**config.mk**
```make
export PLATFORM = sky130hd
export DESIGN_NAME = rtps_data_inline_qos_parser_flat
export DESIGN_NICKNAME = d
export VERILOG_FILES = /design/src/hw/rtl/rtpsdq_pkg.sv /design/src/hw/rtl/rtpsdq_stream_if.sv /design/src/hw/rtl/rtpsdq_out_reg.sv /design/src/hw/rtl/rtps_data_inline_qos_parser.sv /design/src/flat_wrapper.sv
export VERILOG_INCLUDE_DIRS = /design/src /design/src/hw/rtl
export SDC_FILE = /design/constraint.sdc
export NUM_CORES = 1
export LEC_CHECK = 0
export ABC_AREA = 1
export BUFFER_PORTS_ARGS = -buffer_cell sky130_fd_sc_hd__clkbuf_2
export CAP_MARGIN = 20
export CORE_MARGIN = 1
export CORE_UTILIZATION = 35
export DETAILED_ROUTE_END_ITERATION = 7
export PLACE_DENSITY = 0.61
export SETUP_SLACK_MARGIN = 0.3
export SLEW_MARGIN = 5
export SYNTH_ARGS = -nofsm -noshare
export SYNTH_HDL_FRONTEND = slang
export SYNTH_SLANG_ARGS = --single-unit
```
**constraint.sdc**
```tcl
create_clock -name i_clk -period 4.1 [get_ports i_clk]
set_input_delay 0.82 -clock i_clk [delete_from_list [all_inputs] [get_ports i_clk]]
set_output_delay 0.82 -clock i_clk [all_outputs]
set_load 0.01 [all_outputs]
```
**src/hw/rtl/rtps_data_inline_qos_parser_macros.svh**
```systemverilog
// Assertion macros shared by the inline QoS parser RTL.
`ifndef RTPS_DATA_INLINE_QOS_PARSER_MACROS_SVH
`define RTPS_DATA_INLINE_QOS_PARSER_MACROS_SVH

// Same-cycle implication, checked out of reset.
`define RTPSDQ_ASSERT_NOW(label, clk, rst_n, ante, cons, msg) \
    label: assert property (@(posedge clk) disable iff (!rst_n) (ante) |-> (cons)) \
        else $error(msg);

// Next-cycle implication, checked out of reset.
`define RTPSDQ_ASSERT_NEXT(label, clk, rst_n, ante, cons, msg) \
    label: assert property (@(posedge clk) disable iff (!rst_n) (ante) |=> (cons)) \
        else $error(msg);

`endif

```
**src/hw/rtl/rtpsdq_pkg.sv**
```systemverilog
// Types, constants and helpers for the RTPS DATA inline QoS parser.
`timescale 1ns / 1ps

package rtpsdq_pkg;

    localparam int CFG_INDEX_W = 8;
    localparam int CFG_DATA_W  = 16;

    localparam logic [CFG_INDEX_W-1:0] CFG_SENTINEL_PID    = 8'd0;
    localparam logic [CFG_INDEX_W-1:0] CFG_STATUS_INFO_PID = 8'd1;

    localparam logic [15:0] SENTINEL_PID_RESET    = 16'd1;
    localparam logic [15:0] STATUS_INFO_PID_RESET = 16'd113;

    localparam logic [15:0] PARAM_HDR_BYTES    = 16'd4;
    localparam logic [15:0] STATUS_FLAG_POS    = 16'd3;
    localparam logic [7:0]  STATUS_REMOVE_MASK = 8'h03;

    typedef enum logic [2:0] {
        PH_HDR       = 3'd0,
        PH_PARAM_HDR = 3'd1,
        PH_SKIP      = 3'd2,
        PH_STATUS    = 3'd3,
        PH_PAYLOAD   = 3'd4
    } t_phase;

    typedef struct packed {
        logic [7:0]  data_byte;
        logic        last_byte;
        logic        little_endian;
        logic        has_inline_qos;
        logic [31:0] guid_prefix_hi;
        logic [63:0] guid_prefix_lo;
    } t_item;

    typedef struct packed {
        logic [7:0]  out_byte;
        logic        out_last;
        logic        out_drop;
        logic        remove_valid;
        logic [31:0] remove_guid_hi;
        logic [63:0] remove_guid_lo;
    } t_result;

    // Byte lane of the first octet of a 16-bit field.
    function automatic logic [15:0] first_half(input logic le, input logic [7:0] b);
        return le ? {8'h00, b} : {b, 8'h00};
    endfunction

    // Byte lane of the second octet of a 16-bit field.
    function automatic logic [15:0] second_half(input logic le, input logic [7:0] b);
        return le ? {b, 8'h00} : {8'h00, b};
    endfunction

endpackage

```
**src/hw/rtl/rtpsdq_stream_if.sv**
```systemverilog
// Valid/ready stream interface carrying one payload struct per transaction.
`timescale 1ns / 1ps

interface rtpsdq_stream_if #(
    parameter type T = logic
);
    logic valid;
    logic ready;
    T     data;

    modport source (output valid, output data, input ready);
    modport sink (input valid, input data, output ready);
endinterface

```
**src/hw/rtl/rtpsdq_out_reg.sv**
```systemverilog
// Result register: holds one result transaction until the sink takes it.
`timescale 1ns / 1ps

module rtpsdq_out_reg (
    input  logic                 i_clk,
    input  logic                 i_rst_n,
    input  logic                 i_load,
    input  rtpsdq_pkg::t_result  i_result,
    output logic                 o_ready,
    rtpsdq_stream_if.source      o_out
);

    logic                r_valid;
    logic                n_valid;
    rtpsdq_pkg::t_result r_result;

    assign o_ready = !r_valid || o_out.ready;

    always_comb begin
        n_valid = r_valid;
        if (i_load) begin
            n_valid = 1'b1;
        end else if (o_out.ready) begin
            n_valid = 1'b0;
        end
    end

    always_ff @(posedge i_clk) begin
        if (!i_rst_n) begin
            r_valid <= 1'b0;
        end else begin
            r_valid <= n_valid;
        end
    end

    always_ff @(posedge i_clk) begin
        if (i_load) begin
            r_result <= i_result;
        end
    end

    assign o_out.valid = r_valid;
    assign o_out.data  = r_result;

endmodule

```
**src/hw/rtl/rtps_data_inline_qos_parser.sv**
```systemverilog
// Top level of the RTPS DATA submessage inline QoS parser.
// Accepts one submessage body byte per clock and returns one result per byte,
// in the next cycle, from a result register; a new byte is taken in every cycle
// unless that register holds a result the sink has not yet taken. The header,
// octetsToInlineQos gap and parameter list are tracked by a small phase/offset
// state updated in the same cycle a byte is accepted. Bytes of the header past
// HEADER_SIZE and all inline QoS bytes are flagged for drop; a StatusInfo
// value with the disposed or unregistered bit set raises a remove event with
// the source GUID prefix. A byte with the last mark returns the parser to the
// header phase. Configuration writes are taken at any time; there is no
// clearing pass after reset.
`timescale 1ns / 1ps
`include "rtps_data_inline_qos_parser_macros.svh"

module rtps_data_inline_qos_parser #(
    parameter int HEADER_SIZE          = 20,
    parameter int QOS_OFFSET_FIELD_POS = 2
) (
    input  logic                                  i_clk,
    input  logic                                  i_rst_n,
    input  logic                                  i_cfg_we,
    input  logic [rtpsdq_pkg::CFG_INDEX_W-1:0]    i_cfg_index,
    input  logic [rtpsdq_pkg::CFG_DATA_W-1:0]     i_cfg_data,
    rtpsdq_stream_if.sink                         i_in,
    rtpsdq_stream_if.source                       o_out
);

    localparam logic [15:0] QOS_POS     = 16'(QOS_OFFSET_FIELD_POS);
    localparam logic [15:0] QOS_POS_1   = 16'(QOS_OFFSET_FIELD_POS + 1);
    localparam logic [16:0] GAP_BASE    = 17'(QOS_OFFSET_FIELD_POS + 2);
    localparam logic [15:0] HDR_SIZE_16 = 16'(HEADER_SIZE);

    logic [15:0]        r_sentinel_pid;
    logic [15:0]        r_status_info_pid;

    rtpsdq_pkg::t_phase r_phase;
    rtpsdq_pkg::t_phase n_phase;
    logic [15:0]        r_offset;
    logic [15:0]        n_offset;
    logic [15:0]        r_cur_pid;
    logic [15:0]        n_cur_pid;
    logic [15:0]        r_field_len;
    logic [15:0]        n_field_len;

    logic [15:0]        offset_inc;
    logic [16:0]        gap_end;
    logic               drop;
    logic               remove;
    logic               accept;
    logic               out_ready;
    rtpsdq_pkg::t_item   item;
    rtpsdq_pkg::t_result result;

    assign item   = i_in.data;
    assign accept = i_in.valid && out_ready;
    assign i_in.ready = out_ready;

    // Configuration registers
    always_ff @(posedge i_clk) begin
        if (!i_rst_n) begin
            r_sentinel_pid    <= rtpsdq_pkg::SENTINEL_PID_RESET;
            r_status_info_pid <= rtpsdq_pkg::STATUS_INFO_PID_RESET;
        end else if (i_cfg_we) begin
            case (i_cfg_index)
                rtpsdq_pkg::CFG_SENTINEL_PID: begin
                    r_sentinel_pid <= i_cfg_data;
                end
                rtpsdq_pkg::CFG_STATUS_INFO_PID: begin
                    r_status_info_pid <= i_cfg_data;
                end
                default: begin
                end
            endcase
        end
    end

    // Parse step for the byte at the input
    always_comb begin
        n_phase     = r_phase;
        n_offset    = r_offset;
        n_cur_pid   = r_cur_pid;
        n_field_len = r_field_len;
        offset_inc  = r_offset + 16'd1;
        gap_end     = '0;
        drop        = 1'b1;
        remove      = 1'b0;

        case (r_phase)
            rtpsdq_pkg::PH_HDR: begin
                if (r_offset == QOS_POS) begin
                    n_field_len = rtpsdq_pkg::first_half(item.little_endian, item.data_byte);
                end else if (r_offset == QOS_POS_1) begin
                    n_field_len = r_field_len |
                        rtpsdq_pkg::second_half(item.little_endian, item.data_byte);
                end
                drop     = r_offset >= HDR_SIZE_16;
                n_offset = offset_inc;
                gap_end  = GAP_BASE + {1'b0, n_field_len};
                if (({1'b0, offset_inc} >= GAP_BASE) && ({1'b0, offset_inc} == gap_end)) begin
                    n_offset = '0;
                    n_phase  = item.has_inline_qos ? rtpsdq_pkg::PH_PARAM_HDR
                                                   : rtpsdq_pkg::PH_PAYLOAD;
                end
            end
            rtpsdq_pkg::PH_PARAM_HDR: begin
                case (r_offset)
                    16'd0: begin
                        n_cur_pid = rtpsdq_pkg::first_half(item.little_endian, item.data_byte);
                    end
                    16'd1: begin
                        n_cur_pid = r_cur_pid |
                            rtpsdq_pkg::second_half(item.little_endian, item.data_byte);
                    end
                    16'd2: begin
                        n_field_len = rtpsdq_pkg::first_half(item.little_endian, item.data_byte);
                    end
                    16'd3: begin
                        n_field_len = r_field_len |
                            rtpsdq_pkg::second_half(item.little_endian, item.data_byte);
                    end
                    default: begin
                    end
                endcase
                n_offset = offset_inc;
                if (offset_inc == rtpsdq_pkg::PARAM_HDR_BYTES) begin
                    n_offset = '0;
                    if (n_field_len == 16'd0) begin
                        n_phase = (n_cur_pid == r_sentinel_pid) ? rtpsdq_pkg::PH_PAYLOAD
                                                                : rtpsdq_pkg::PH_PARAM_HDR;
                    end else if (n_cur_pid == r_status_info_pid) begin
                        n_phase = rtpsdq_pkg::PH_STATUS;
                    end else begin
                        n_phase = rtpsdq_pkg::PH_SKIP;
                    end
                end
            end
            rtpsdq_pkg::PH_SKIP: begin
                n_offset = offset_inc;
                if (offset_inc == r_field_len) begin
                    n_offset = '0;
                    n_phase  = (r_cur_pid == r_sentinel_pid) ? rtpsdq_pkg::PH_PAYLOAD
                                                             : rtpsdq_pkg::PH_PARAM_HDR;
                end
            end
            rtpsdq_pkg::PH_STATUS: begin
                remove = (r_offset == rtpsdq_pkg::STATUS_FLAG_POS) &&
                         ((item.data_byte & rtpsdq_pkg::STATUS_REMOVE_MASK) != 8'h00);
                n_offset = offset_inc;
                if (offset_inc == r_field_len) begin
                    n_offset = '0;
                    n_phase  = rtpsdq_pkg::PH_PARAM_HDR;
                end
            end
            default: begin
                drop = 1'b0;
            end
        endcase

        if (item.last_byte) begin
            n_offset = '0;
            n_phase  = rtpsdq_pkg::PH_HDR;
        end

        result.out_byte       = item.data_byte;
        result.out_last       = item.last_byte;
        result.out_drop       = drop;
        result.remove_valid   = remove;
        result.remove_guid_hi = remove ? item.guid_prefix_hi : 32'h0;
        result.remove_guid_lo = remove ? item.guid_prefix_lo : 64'h0;
    end

    always_ff @(posedge i_clk) begin
        if (!i_rst_n) begin
            r_phase     <= rtpsdq_pkg::PH_HDR;
            r_offset    <= '0;
            r_cur_pid   <= '0;
            r_field_len <= '0;
        end else if (accept) begin
            r_phase     <= n_phase;
            r_offset    <= n_offset;
            r_cur_pid   <= n_cur_pid;
            r_field_len <= n_field_len;
        end
    end

    rtpsdq_out_reg u_out_reg (
        .i_clk    (i_clk),
        .i_rst_n  (i_rst_n),
        .i_load   (accept),
        .i_result (result),
        .o_ready  (out_ready),
        .o_out    (o_out)
    );

    `RTPSDQ_ASSERT_NEXT(a_last_resets, i_clk, i_rst_n,
        accept && item.last_byte,
        (r_phase == rtpsdq_pkg::PH_HDR) && (r_offset == 16'd0),
        "last byte did not return parser to header phase")
    `RTPSDQ_ASSERT_NOW(a_no_overwrite, i_clk, i_rst_n,
        o_out.valid && !o_out.ready, !i_in.ready,
        "input taken while result register is stalled")
    `RTPSDQ_ASSERT_NOW(a_guid_zero, i_clk, i_rst_n,
        o_out.valid && !o_out.data.remove_valid,
        (o_out.data.remove_guid_hi == 32'h0) && (o_out.data.remove_guid_lo == 64'h0),
        "GUID prefix present without remove event")
    `RTPSDQ_ASSERT_NOW(a_remove_dropped, i_clk, i_rst_n,
        o_out.valid && o_out.data.remove_valid, o_out.data.out_drop,
        "remove event on a byte not marked for drop")
    `RTPSDQ_ASSERT_NEXT(a_state_holds, i_clk, i_rst_n,
        !accept, $stable(r_phase) && $stable(r_offset),
        "parser state changed without an input transaction")

endmodule

```
**src/flat_wrapper.sv**
```systemverilog
// flat-port wrapper written by rule: the top's interface ports become plain ports
module rtps_data_inline_qos_parser_flat import rtpsdq_pkg::*;
#(
    parameter int HEADER_SIZE          = 20,
    parameter int QOS_OFFSET_FIELD_POS = 2
)
  (i_clk, i_rst_n, i_cfg_we, i_cfg_index, i_cfg_data, i_in_valid, i_in_data, i_in_ready, o_out_valid, o_out_data, o_out_ready);
  rtpsdq_stream_if #(.T(t_item)) i_in_i ();
  rtpsdq_stream_if #(.T(t_result)) o_out_i ();
  input  logic i_clk;
  input  logic i_rst_n;
  input  logic i_cfg_we;
  input  logic [rtpsdq_pkg::CFG_INDEX_W-1:0] i_cfg_index;
  input  logic [rtpsdq_pkg::CFG_DATA_W-1:0] i_cfg_data;
  input wire logic [$bits(i_in_i.valid)-1:0] i_in_valid;
  input wire logic [$bits(i_in_i.data)-1:0] i_in_data;
  output wire logic [$bits(i_in_i.ready)-1:0] i_in_ready;
  output wire logic [$bits(o_out_i.valid)-1:0] o_out_valid;
  output wire logic [$bits(o_out_i.data)-1:0] o_out_data;
  input wire logic [$bits(o_out_i.ready)-1:0] o_out_ready;
  assign i_in_i.valid = i_in_valid;
  assign i_in_i.data = i_in_data;
  assign i_in_ready = i_in_i.ready;
  assign o_out_valid = o_out_i.valid;
  assign o_out_data = o_out_i.data;
  assign o_out_i.ready = o_out_ready;
  rtps_data_inline_qos_parser #(.HEADER_SIZE(HEADER_SIZE), .QOS_OFFSET_FIELD_POS(QOS_OFFSET_FIELD_POS)) u_core (.i_clk(i_clk), .i_rst_n(i_rst_n), .i_cfg_we(i_cfg_we), .i_cfg_index(i_cfg_index), .i_cfg_data(i_cfg_data), .i_in(i_in_i), .o_out(o_out_i));
endmodule
```
# [Word-level counts from Yosys, hierarchy flattened]
# Index checks and enable logic that the tools add are counted.
# Widths: inputs -> output; s select.
[classes] add_sub_neg=2 n_lt_le_gt_ge=2 eq_ne=17 n_mux=30 bitwise=2 n_reduce_logical=22
[op_table] operator="$mux 16" n=11
[op_table] operator="$pmux 16 s2" n=3
[op_table] operator="$eq 16x16->1" n=4
[op_table] operator="$pmux 16 s3" n=1
[op_table] operator="$eq 16x2->1 const B" n=2
[op_table] operator="$logic_not 16->1" n=2
[op_table] operator="$or 16x16->16" n=2
[op_table] operator="$mux 3" n=9
[op_table] operator="$add 3x16->17 const A" n=1
[op_table] operator="$eq 16x17->1" n=1
[op_table] operator="$add 16x1->16 const B" n=1
[op_table] operator="$eq 16x1->1 const B" n=1
[op_table] operator="$eq 16x3->1 const B" n=1
[op_table] operator="$ge 16x3->1 const B" n=1
[op_table] operator="$ge 16x5->1 const B" n=1
[op_table] operator="$ne 3x2->1 const B" n=4
[op_table] operator="$pmux 3 s4" n=1
[op_table] operator="$reduce_and 2->1" n=5
[op_table] operator="$eq 8x1->1 const B" n=1
[op_table] operator="$logic_not 8->1" n=1
[op_table] operator="$reduce_bool 8->1" n=1
[op_table] operator="$eq 3x2->1 const B" n=2
[op_table] operator="$reduce_and 6->1" n=1
[op_table] operator="$reduce_bool 5->1" n=1
[op_table] operator="11 further kinds" n=17
[word_totals] reg_bits=191 input_bits=136 out_inout_bits=109

# [Depth between registers and ports, before layout]
[depth] depth_word=11 depth_mapped=24 ltp_nobuf=24

# [Cells and area by module]
# From an unflattened synthesis, not the netlist that was laid out.
[unflattened] cells_unflattened=1583 hier_area_um2=11235.8
[modules_own_cells] module="rtps_data_inline_qos_parser" n_inst=1 cells_per_inst=1470 area_per_inst_um2=7976.4 seq_area_each_um2=1661.6
[modules_own_cells] module="rtpsdq_out_reg" n_inst=1 cells_per_inst=113 area_per_inst_um2=3259.4 seq_area_each_um2=3233.1

# [Least setup slack after synthesis]
# OpenSTA, ideal clock, no wires.
[synth_path] kind="in2reg" from="in o_out_ready" to="reg u_core.r_cur_pid[3]" setup_time_ps=57 arrival_time_ps=4132 t_required_ps=4043 setup_slack_ps=-89 path_stages=9 path_buffers=1 cell_sequence="inv_1 > nand2_1 > nand2_1 > inv_1 > nand2_1 > clkbuf_1 > a21oi_1 > o21ai_0 > inv_1"
[synth_via] elab_chain_len=3
[synth_lines] item="from (decl)" line_no="flat_wrapper.sv:20" rtl="input wire logic [$bits(o_out_i.ready)-1:0] o_out_ready;"
[synth_lines] item="$logic_or 1x1->1" line_no="rtpsdq_out_reg.sv:17" rtl="assign o_ready = !r_valid || o_out.ready;"
[synth_lines] item="named net i_in_ready" line_no="flat_wrapper.sv:17" rtl="output wire logic [$bits(i_in_i.ready)-1:0] i_in_ready;"
[synth_lines] item="$logic_and 1x1->1" line_no="rtps_data_inline_qos_parser.sv:55" rtl="assign accept = i_in.valid && out_ready;"
[synth_lines] item="named net u_core.accept" line_no="rtps_data_inline_qos_parser.sv:49" rtl="logic accept;"
[synth_lines] item="$reduce_and 2->1 (no source line)"
[synth_lines] item="to (signal assigned)" line_no="rtps_data_inline_qos_parser.sv:181" rtl="r_cur_pid <= n_cur_pid;"
[synth_lines] item="to (decl)" line_no="rtps_data_inline_qos_parser.sv:40" rtl="logic [15:0] r_cur_pid;"
# The timed path passes the listed nets, and every way through them passes these cells.
# A chain may end at the register's enable or synchronous reset.

# [Final worst setup path]
[layout_path] from="reg u_core.r_offset[0]" to="reg u_core.r_offset[4]"
[layout_via] elab_chain_len=10
[layout_lines] item="from (decl)" line_no="rtps_data_inline_qos_parser.sv:38" rtl="logic [15:0] r_offset;"
[layout_lines] item="from (signal assigned)" line_no="rtps_data_inline_qos_parser.sv:180" rtl="r_offset <= n_offset;"
[layout_lines] item="$eq 16x2->1" line_no="rtps_data_inline_qos_parser.sv:92" rtl="end else if (r_offset == QOS_POS_1) begin"
[layout_lines] item="$mux 16" line_no="rtps_data_inline_qos_parser.sv:92"
[layout_lines] item="$mux 16" line_no="rtps_data_inline_qos_parser.sv:90" rtl="if (r_offset == QOS_POS) begin"
[layout_lines] item="$mux 16" line_no="rtps_data_inline_qos_parser.sv:88" rtl="case (r_phase)"
[layout_lines] item="$add 3x16->17" line_no="rtps_data_inline_qos_parser.sv:98" rtl="gap_end = GAP_BASE + {1'b0, n_field_len};"
[layout_lines] item="$eq 16x17->1" line_no="rtps_data_inline_qos_parser.sv:99" rtl="if (({1'b0, offset_inc} >= GAP_BASE) && ({1'b0, offset_inc} == gap_end)) begin"
[layout_lines] item="$logic_and 1x1->1" line_no="rtps_data_inline_qos_parser.sv:99"
[layout_lines] item="$mux 16" line_no="rtps_data_inline_qos_parser.sv:99"
[layout_lines] item="$pmux 16 s3 *" line_no="rtps_data_inline_qos_parser.sv:88"
[layout_lines] item="$mux 16 *" line_no="rtps_data_inline_qos_parser.sv:159" rtl="if (item.last_byte) begin"
# Mark *: on every way between the ends. The rest lies on a longest branch, timed or not. The select of a mux whose other input is x is not followed.

==> metrics <==
top-area cell type share of the netlist area 0.287; Crit Path Class register to register; cell area after synthesis 11200 um2; min cycle time layout 3.42 ns; top post-synthesis cells by count nand2_1 (397), inv_1 (272), nor2_1 (214), nand3_1 (137), edfxtp_1 (107); final WL 36100 um; initial antenna violation count 1; Critical Path, Cell by Cell inv_1, ha_1, nand2_2, nor2_4, nand2_4, inv_4, nand2_1, nand3_2, ha_1, nand2_1, nor2_4, nand2_2, o21bai_1, nand2_1, nor2_1, nand3_2, nand2_2, nand2_4, nand2_1, a21oi_1; dpl hpwl 27600 um; post_cts resized 0; worst min-delay path category register to register; most common cell in the netlist nand2_1; worst reg-to-reg path cell count 20; clock-pin slew on the worst setup and hold paths 0.08 ns; Buffers on Ports 244; Remaining Overflow, GRT 0; ys async rst share 0; Inserted Clock Buffers 17; site row count 65; CP max stage cell dfxtp_1; DRT iter0 DRCs 830; Post-DRT Antenna Nets 0; max-cap viol count 0; Worst-Margin Slew 0.991 ns; CTS Hold Buffers Added 0; pre-CTS WS 0.711 ns; Lkg Pwr 6.86 nW; share of post-route cells with drive strength above 1 0.203; Max Clock Freq 292 MHz; Die X 181 um; drt wl/cell 16.3 um; Core ar. 31500 um2; Cells after DPL 2185; Mapped Cells 1578; Top delay family on crit path simple AND/OR/NAND/NOR gates; Worst IR Drop VDD 0.000310 V; Synth Net Count 1719; Hold Vio Cnt, Final 0; Hold Path Sink u_core.r_status_info_pid[12]; Initial Utilization 0.356; fin worst setup slack 0.678 ns; Die Ht 181 um; CP dominant cell by count nand2_1; Detailed Routing Iterations Pass 1 6; top cells by area, synth edfxtp_1 (29%), dfxtp_1 (15%), nand2_1 (13%); RSZ-0062 raised after global routing false; Root Driver clkbuf_16; flops & latches, synth 191; fin cells 2217; Clock Path Buffers 2; Hold Startpoint u_core.r_status_info_pid[12]; Max FO, Critical Path 21; Post-synth EDFFs 107; I/O Pins 245; Synth warnings 0; FF-to-FF setup slack 0.68 ns; Synth Flop Type edfxtp_1; FF-to-FF End u_core.r_offset[4]; DRC errors left 0; Hold Path Depth 2; first-pass GRT wire length 54700 um; required time worst endpoint 4.38 ns; largest net degree at the start of global routing 108; PwrDens 345 nW/um2; dpl cell area 12800 um2; clock latency on the worst-skew pair 0.44 ns; CP peak stage delay 0.41 ns; Avg Cell Area, Syn 7.09 um2; Final Skew 0.00833 ns; clk sinks 191; FF/Latch Area 4890 um2; Via density 4.89; Vias 10.8k; Final setup viols 0; Slew Viols, Final 0; nets 1943; Filler cells 3276; area of the multi-input gates 4980 um2; outcome finished clean; Seq/Total Area, Yosys 0.437; H-tree Lvls 4; routability cong. 0.917; Post-CTS Setup Repair Bufs 0; worst reg2reg path startpoint u_core.r_offset[0]; dominant cell type by area after synthesis edfxtp_1; setup TNS 0 ns; GRT Util Overall 0.216; Netlist cell types 48; P&R area growth vs syn 19.3%; CP endpoint kind register; startpoint types register; vias in the first global route 9758; fin crit share 0.835; Buf+Inv Stages, Crit Path 2; Critical Path AT 3.70 ns; Final Instance Area 13400 um2; CTS tree built; die area 32700 um2; worst rel slew slack 0.340
[metrics by stage]
stage / utilization / hold WS [ns] / total power [mW]
after floorplan: - / 0.445 / 2.63
after global placement: 0.405 / 0.458 / 2.91
after detailed placement: 0.405 / 0.470 / 2.91
after CTS: 0.424 / 0.481 / 4.65
after global routing: 0.424 / 0.498 / 4.79
final: 0.424 / 0.480 / 4.61
[worst reg2reg max path: stages, from the launching register on]
cell	delay [ns]
dfxtp_1	0.41
inv_1	0.16
ha_1	0.17
nand2_2	0.07
nor2_4	0.13
nand2_4	0.19
inv_4	0.25
nand2_1	0.14
nand3_2	0.13
ha_1	0.18
nand2_1	0.14
nor2_4	0.20
nand2_2	0.10
o21bai_1	0.13
nand2_1	0.06
nor2_1	0.19
nand3_2	0.16
nand2_2	0.10
nand2_4	0.16
nand2_1	0.11
a21oi_1	0.06
[registers in the layout, indices dropped and copies added, names as in the netlist]
signal and flops:
u_core.u_out_reg.o_out.data 107, u_core.r_sentinel_pid 16, u_core.u_out_reg.o_out.valid 1, u_core.r_cur_pid 16, u_core.r_status_info_pid 16, u_core.r_phase 3
u_core.r_offset 16, u_core.r_field_len 16
[layout by cell type, fill, tap and decap left out, drive strengths merged]
cell type / Yosys / layout
a211oi: 1 / 1
a21boi: 1 / 1
a21oi: 78 / 78
a221oi: 1 / 1
a31oi: 2 / 2
a41oi: 2 / 2
and2: 1 / 1
and3: 1 / 1
buf: 21 / 11
bufinv: 0 / 3
clkbuf: 29 / 264
clkinv: 3 / 3
clkinvlp: 0 / 4
dfxtp: 84 / 84
diode: 0 / 1
edfxtp: 107 / 107
ha: 5 / 5
inv: 279 / 283
nand2: 428 / 428
nand3: 145 / 145
nand4: 14 / 14
nor2: 231 / 231
nor3: 7 / 7
nor3b: 1 / 1
nor4: 4 / 4
o2111ai: 3 / 3
o211ai: 15 / 15
o21a: 1 / 1
o21ai: 83 / 83
o21bai: 4 / 4
o221ai: 2 / 2
or2: 8 / 8
or4: 1 / 1
xnor2: 6 / 6
xor2: 10 / 10
[worst max path at each step]
stage / cells past startpoint / slack (ns) / end / from
final: 20 / 0.68 / u_core.r_offset[4] / u_core.r_offset[0]
after global routing: 21 / 0.34 / u_core.r_offset[2] / u_core.r_offset[0]
after CTS: 21 / 0.72 / u_core.r_offset[2] / u_core.r_offset[0]
after detailed placement: 18 / 0.71 / u_core.r_offset[2] / i_in_data[97]
after global placement: 21 / 0.77 / u_core.r_offset[5] / u_core.r_offset[0]
after floorplan: 9 / 0.54 / u_core.r_cur_pid[10] / o_out_ready
[cells by family after synthesis]
kind of cell             synth area share
XOR/XNOR                           0.0139
adder cells (fa/ha/maj)           0.00559
flip-flops                          0.437
buffers and inverters               0.118
AND/OR/NAND/NOR                     0.327
AO/OA/AOI/OAI                      0.0985
[power breakdown]
group          internal [mW]  total, mW  switching (mW)
registers               2.09       2.14          0.0467
clock network          0.966       1.74           0.771
logic                  0.243      0.728           0.485
total                   3.30       4.61            1.30
[cell type report]
class,instances,area share
Antenna cell,1,0.000187
Clock buffer,20,0.0327
Clock inverter,11,0.0115
Inverter,282,0.0797
Multi-Input combinational cell,1055,0.373
Sequential cell,191,0.366
Tap cell,402,0.0377
Timing Repair Buffer,255,0.0986
[routing by layer]
metal / global-route usage / part of all wire / vias up
li1: - / - / 5424
met1: 0.274 / 0.44 / 5014
met2: 0.368 / 0.48 / 368
met3: 0.0431 / 0.063 / 39
met4: 0.0612 / 0.019 / 0
met5: 0 / 0 / -
No activity file was read; power rests on OpenSTA's default activity.
